## config.mk

```make
export PLATFORM = sky130hd
export DESIGN_NAME = mft_match
export DESIGN_NICKNAME = d
export VERILOG_FILES = /design/src/hdl/mft_pkg.sv /design/src/hdl/mft_match.sv
export SDC_FILE = /design/constraint.sdc
export NUM_CORES = 1
export LEC_CHECK = 0
export BUFFER_PORTS_ARGS = -buffer_cell sky130_fd_sc_hd__buf_4
export CORE_AREA = 8 8 203 205
export DETAILED_ROUTE_END_ITERATION = 8
export DIE_AREA = 0 0 211 213
export GPL_TIMING_DRIVEN = 1
export SLEW_MARGIN = 10
export SYNTH_ARGS = -nofsm -noshare
export SYNTH_HDL_FRONTEND = slang
export SYNTH_SLANG_ARGS = --single-unit
```

## constraint.sdc

```tcl
create_clock -name vclk -period 3.6
set_input_delay 0.54 -clock vclk [all_inputs]
set_output_delay 0.54 -clock vclk [all_outputs]
set_load 0.01 [all_outputs]
```

## src/hdl/mft_pkg.sv

```systemverilog
package mft_pkg;

  localparam int FUNC_W    = 3;
  localparam int MAC_W     = 48;
  localparam int ID_W      = 64;
  localparam int STATUS_W  = 2;
  localparam int COUNT_W   = 9;

  localparam logic [FUNC_W-1:0] FUNC_LEARN = 3'd0;
  localparam logic [FUNC_W-1:0] FUNC_FLUSH = 3'd1;
  localparam logic [FUNC_W-1:0] FUNC_MOVE  = 3'd2;
  localparam logic [FUNC_W-1:0] FUNC_AGE   = 3'd3;

  localparam logic [STATUS_W-1:0] STATUS_DONE    = 2'd0;
  localparam logic [STATUS_W-1:0] STATUS_FULL    = 2'd1;
  localparam logic [STATUS_W-1:0] STATUS_UNKNOWN = 2'd2;

  localparam logic [COUNT_W-1:0] COUNT_MAX = 9'h1FF;

  typedef struct packed {
    logic [MAC_W-1:0] mac;
    logic [ID_W-1:0]  bridge;
    logic [ID_W-1:0]  port;
  } mft_entry_t;

  typedef struct packed {
    logic touch;
    logic remove;
  } mft_verdict_t;

endpackage

```

## src/hdl/mft_match.sv

```systemverilog
module mft_match
  import mft_pkg::*;
(
  input  logic [FUNC_W-1:0] func,
  input  logic [MAC_W-1:0]  ev_mac,
  input  logic [ID_W-1:0]   ev_bridge,
  input  logic [ID_W-1:0]   ev_port,
  input  mft_entry_t        entry_in,
  output mft_verdict_t      verdict,
  output mft_entry_t        entry_out
);

  logic br_zero;
  logic pt_zero;
  logic br_eq;
  logic pt_eq;
  logic mac_eq;
  logic flush_hit;
  logic key_hit;

  assign br_zero = (ev_bridge == '0);
  assign pt_zero = (ev_port == '0);
  assign br_eq   = (ev_bridge == entry_in.bridge);
  assign pt_eq   = (ev_port == entry_in.port);
  assign mac_eq  = (ev_mac == entry_in.mac);

  assign flush_hit = (br_zero && pt_zero) || (pt_zero && br_eq) ||
                     (br_zero && pt_eq) || (br_eq && pt_eq);
  assign key_hit   = mac_eq && br_eq;

  always_comb begin
    verdict   = '0;
    entry_out = entry_in;
    case (func)
      FUNC_FLUSH: begin
        verdict.touch  = flush_hit;
        verdict.remove = flush_hit;
      end
      FUNC_MOVE: begin
        verdict.touch = key_hit;
        if (key_hit) begin
          entry_out.port = ev_port;
        end
      end
      FUNC_AGE: begin
        verdict.touch  = key_hit;
        verdict.remove = key_hit;
      end
      default: begin
        verdict = '0;
      end
    endcase
  end

endmodule

```

==> results of run 1 <==
## routing by layer
metal / routed length, um / global-route usage [%]
met3: 2440 / 2.52
met4: 619 / 2.27
met2: 15900 / 22.7
met1: 12400 / 14.7
met5: 0 / 0
## kinds of logic after synthesis
logic type	after synthesis	synth area share (%)
and+or+nand+nor	126	18.6
buffers and inverters	120	22.8
muxes	64	22.1
xor gates and xnor gates	177	36.2
AOI/OAI and AO/OA	2	0.321
## Yosys cell counts, types with 2 or more instances
library cell,number
buf_12,6
nor3_1,2
nor4_1,76
buf_4,112
xnor2_1,24
nand2_1,5
xor2_1,153
nor2_1,3
mux2_2,4
nand4_1,24
and4b_1,4
nor4b_1,2
mux2_4,60
nand3_1,3
## per-stage QoR
| step | area [um2] | hold WS, ps | setup slack (ps) |
|---|---|---|---|
| floorplan | 4280 | 1170 | 778 |
| global placement | 8340 | 1280 | -334 |
| detailed placement | 8340 | 1280 | -421 |
| CTS | 8600 | 1260 | -149 |
| global route | 8640 | 1270 | -181 |
| finish | 8640 | 1260 | -64.2 |
## worst max path at each step
stage          slack, ps     startpoint  cells after the start            end
2_1_floorplan        780   entry_in[92]                      8   entry_out[0]
6_report             -60  ev_bridge[51]                     12  entry_out[34]
4_1_cts             -150   entry_in[65]                     11  entry_out[34]
5_1_grt             -180  entry_in[125]                     12   entry_out[3]
3_5_place_dp        -420   entry_in[65]                     11  entry_out[34]
3_3_place_gp        -330  entry_in[114]                     11  entry_out[34]
## critical path: stages
cell     delay [ps]
buf_4           150
xor2_1          140
nor4_1          270
buf_4           190
nand4_1         150
nor4_4          410
buf_4           180
and4b_4         280
buf_12          190
buf_4           160
mux2_4          290
buf_4           150
## power by group
part	total, mW	switching [mW]	internal (mW)
Clock	0	0	0
Sequential	0	0	0
Combinational	1.02	0.459	0.556
## repair_timing
| item | in CTS | in global routing |
|---|---|---|
| pin swaps | 1 | 1 |
| resized for setup | 43 | 7 |
| hold endpoints to repair | 0 | 0 |
| cloned | 2 | 0 |
| buffers inserted | 2 | 0 |
| setup endpoints to repair | 64 | 64 |
## layout make-up
type	instances	area, um2	share of cell area (%)
timing repair buffer	580	4610	53.3
tap	518	648	7.50
multi-input combinational	369	3380	39.1
inverter	1	3.75	0.0434
==> reports/metrics.csv, run 1 <==
metric,value,unit
grt_use_total,12.3,%
fin_crit_sh,102,%
fin_crit,3660,ps
routed_wirelength,31400,um
vias,5460,
powerDensity,117,nW/um2
final_cell_count_no_fill,1468,
maxCapViolations,0,
pin_count,533,
critPathLaunchType,input port,
postRouteAntennaNets,0,
fmax,273,MHz
start_util,11.2,%
nClkBuffers,0,
wl_per_cell,21.4,um
seq_cells,0,
layout_setup_ws,-64.2,ps
rsz0062_at_grt,true,
ys_warn_count,0,
crit_type,input port to primary output,
dieArea,44900,um2
drt_iter0_drc,226,
post-route-util,22.7,%
tightest_slew,592,ps
first_pass_iters,4,
netlist_instances,489,
finalSetupViolCount,51,
seq_area_frac_synth,0,%
whs_endpoint,entry_out[125],
crit_path_max_fanout,20,
regArea,0,um2
drive_gt1_share,68.8,%
synth_top_area_cell,xor2_1,
port_buffers,533,
worstPathArrival,3120,ps
relSlewSlack,60.2,%
mostFrequentLayoutCells,"buf_4, xor2_1, nor4_1",
fin_total_pwr,1.02,mW
hold_depth,2,
final_max_slew_viol_count,0,
grt_max_degree,21,
endpoint_kind,primary output,
hold_buffers,0,
synthesis.area,4280,um2
yosysTopAreaCellShare,31.3,%
place_congestion,0.944,
place_inst,1464,
synth.distinct_cells,25,
rows,72,
crit_required,3060,ps
layout_commonest_cell,buf_4,
hold_start,entry_in[125],
antenna_found_initial,0,
diodes,0,
hold_viol,0,
core_area,38100,um2
fin_nets,1307,
die_w,211,um
fill_cells,4166,
drc,0,
dpl.hpwl,29200,um
hold_class,input port to primary output,
ir_drop,0.0480,mV
syn_avg_cell_area,8.76,um2
die_h,213,um
fin_tns_setup,-2040,ps
syn_to_final_growth,102,%
synthTopCellsByArea,"xor2_1, mux2_4, buf_4",
vias_per_cell,3.72,
grt_pass1_vias,6346,
syn_nets,844,
violations,negative setup slack,
grt_overflow,0,
status,finished with violations,
p_leak,4.14,nW
grt_pass1_wl,41600,um
(Power assumes the default switching activity.)
==> run 2, diff against run 1 <==
ABC_AREA = 1   (was default)
==> reports/metrics.csv, run 2 <==
metric,value,unit
dpl.hpwl,29800,um
drc,0,
worstPathArrival,2700,ps
port_buffers,533,
synthesis.area,5720,um2
grt_max_degree,65,
antenna_found_initial,1,
rows,72,
endpoint_kind,primary output,
dieArea,44900,um2
hold_class,input port to primary output,
critPathLaunchType,input port,
crit_path_max_fanout,64,
path_delay_family,simple AND/OR/NAND/NOR gates,
core_area,38100,um2
synth_top_area_cell,nand2_1,
tightest_slew,757,ps
finalSetupViolCount,0,
wl_per_cell,15.2,um
post_cts_buffers,0,
hold_viol,0,
vias,8231,
syn_to_final_growth,66.6,%
start_util,15.0,%
hold_start,entry_in[144],
netlist_instances,1213,
maxCapViolations,0,
layout_commonest_cell,buf_4,
yosysTopAreaCellShare,32.8,%
rsz0062_at_grt,false,
busiest_layer,met2,
diodes,0,
die_w,211,um
cp_slowest_stage_delay,320,ps
syn_avg_cell_area,4.72,um2
final_max_slew_viol_count,0,
fin_nets,1983,
seq_cells,0,
whs,1280,ps
use_met2,23.1,%
hold_buffers,0,
crit_type,input port to primary output,
cts-resized-gates,0,
path_buf_inv,5,
gr-usage-met3,2.96,%
whs_endpoint,entry_out[144],
nClkBuffers,0,
hold_depth,2,
status,finished clean,
regArea,0,um2
fin_crit_sh,90.1,%
postRouteAntennaNets,0,
first_pass_iters,5,
post-synth-top-count-cell,nand2_1,
synthTopCellsByCount,"nand2_1, inv_1, nor2_1",
relSlewSlack,49.1,%
grt_pass1_vias,8214,
fin_crit,3240,ps
die_h,213,um
slowest_stage,buf_4,
powerDensity,111,nW/um2
routed_wirelength,32600,um
ys_warn_count,0,
ir_drop,0.0666,mV
syn_nets,1568,
pin_count,533,
drive_gt1_share,33.9,%
seq_area_frac_synth,0,%
vias_per_cell,3.84,
fin_total_pwr,1.06,mW
fmax,308,MHz
p_leak,5.74,nW
crit_top_cell,nand2_1,
crit_required,3060,ps
grt_pass1_wl,46500,um
mostFrequentLayoutCells,"buf_4, nand2_1, inv_1",
path_cells,buf_4 > inv_1 > nand2_1 > nand2_1 > nor2_1 > inv_1 > nor2_1 > nand2_1 > nor2_1 > nand2_1 > nor2_1 > nand3_2 > buf_4 > nand2_1 > nand2_1 > buf_4,
fin_tns_setup,0,ps
synth.distinct_cells,18,
met1_usage,15.9,%
grt_use_total,13.0,%
place_congestion,0.977,
drt_iter0_drc,582,
grt_overflow,0,
synthTopCellsByArea,"nand2_1, buf_4, inv_1",
## run 2: routing by layer
metal | wire [um] | up-vias
met5 | 8 | -
met4 | 679 | 2
met3 | 2540 | 32
met2 | 15900 | 347
met1 | 13500 | 3563
li1 | - | 4287
## run 2: cells by family after synthesis
family | count (synthesis) | share of synthesized area, %
AO/OA/AOI/OAI | 1 | 0.0874
XOR/XNOR | 103 | 15.8
buffers and inverters | 329 | 29.8
AND/OR/NAND/NOR | 780 | 54.4
## run 2: power by group
part | internal (mW) | switching [mW] | leakage (nW)
Sequential | 0 | 0 | 0
Clock | 0 | 0 | 0
Combinational | 0.539 | 0.517 | 5.74
## run 2: metrics by stage
step           util (%)  setup slack (ps)  cell area (um2)  std cells
2_1_floorplan         -              1380             5720       1213
3_3_place_gp       25.0               314             9530       2144
3_5_place_dp       25.0               306             9530       2144
4_1_cts            25.0               295             9530       2144
5_1_grt            25.0              4.32             9530       2144
6_report           25.0               356             9530       2144
## run 2: worst max-delay path by stage
stage                  startpoint            end  slack (ps)  cells after the start
finish              entry_in[119]  entry_out[63]         360                     16
global route        entry_in[119]  entry_out[63]           4                     16
CTS                 entry_in[119]  entry_out[63]         290                     16
detailed placement  entry_in[119]  entry_out[47]         310                     16
global placement    entry_in[118]  entry_out[15]         310                     15
floorplan           ev_bridge[55]  entry_out[10]        1380                     14
## run 2: layout make-up
type               count  area (um2)
fillers             4307       28600
inverters            197         739
multi-input cells    884        4030
well taps            518         648
repair buffers       545        4120
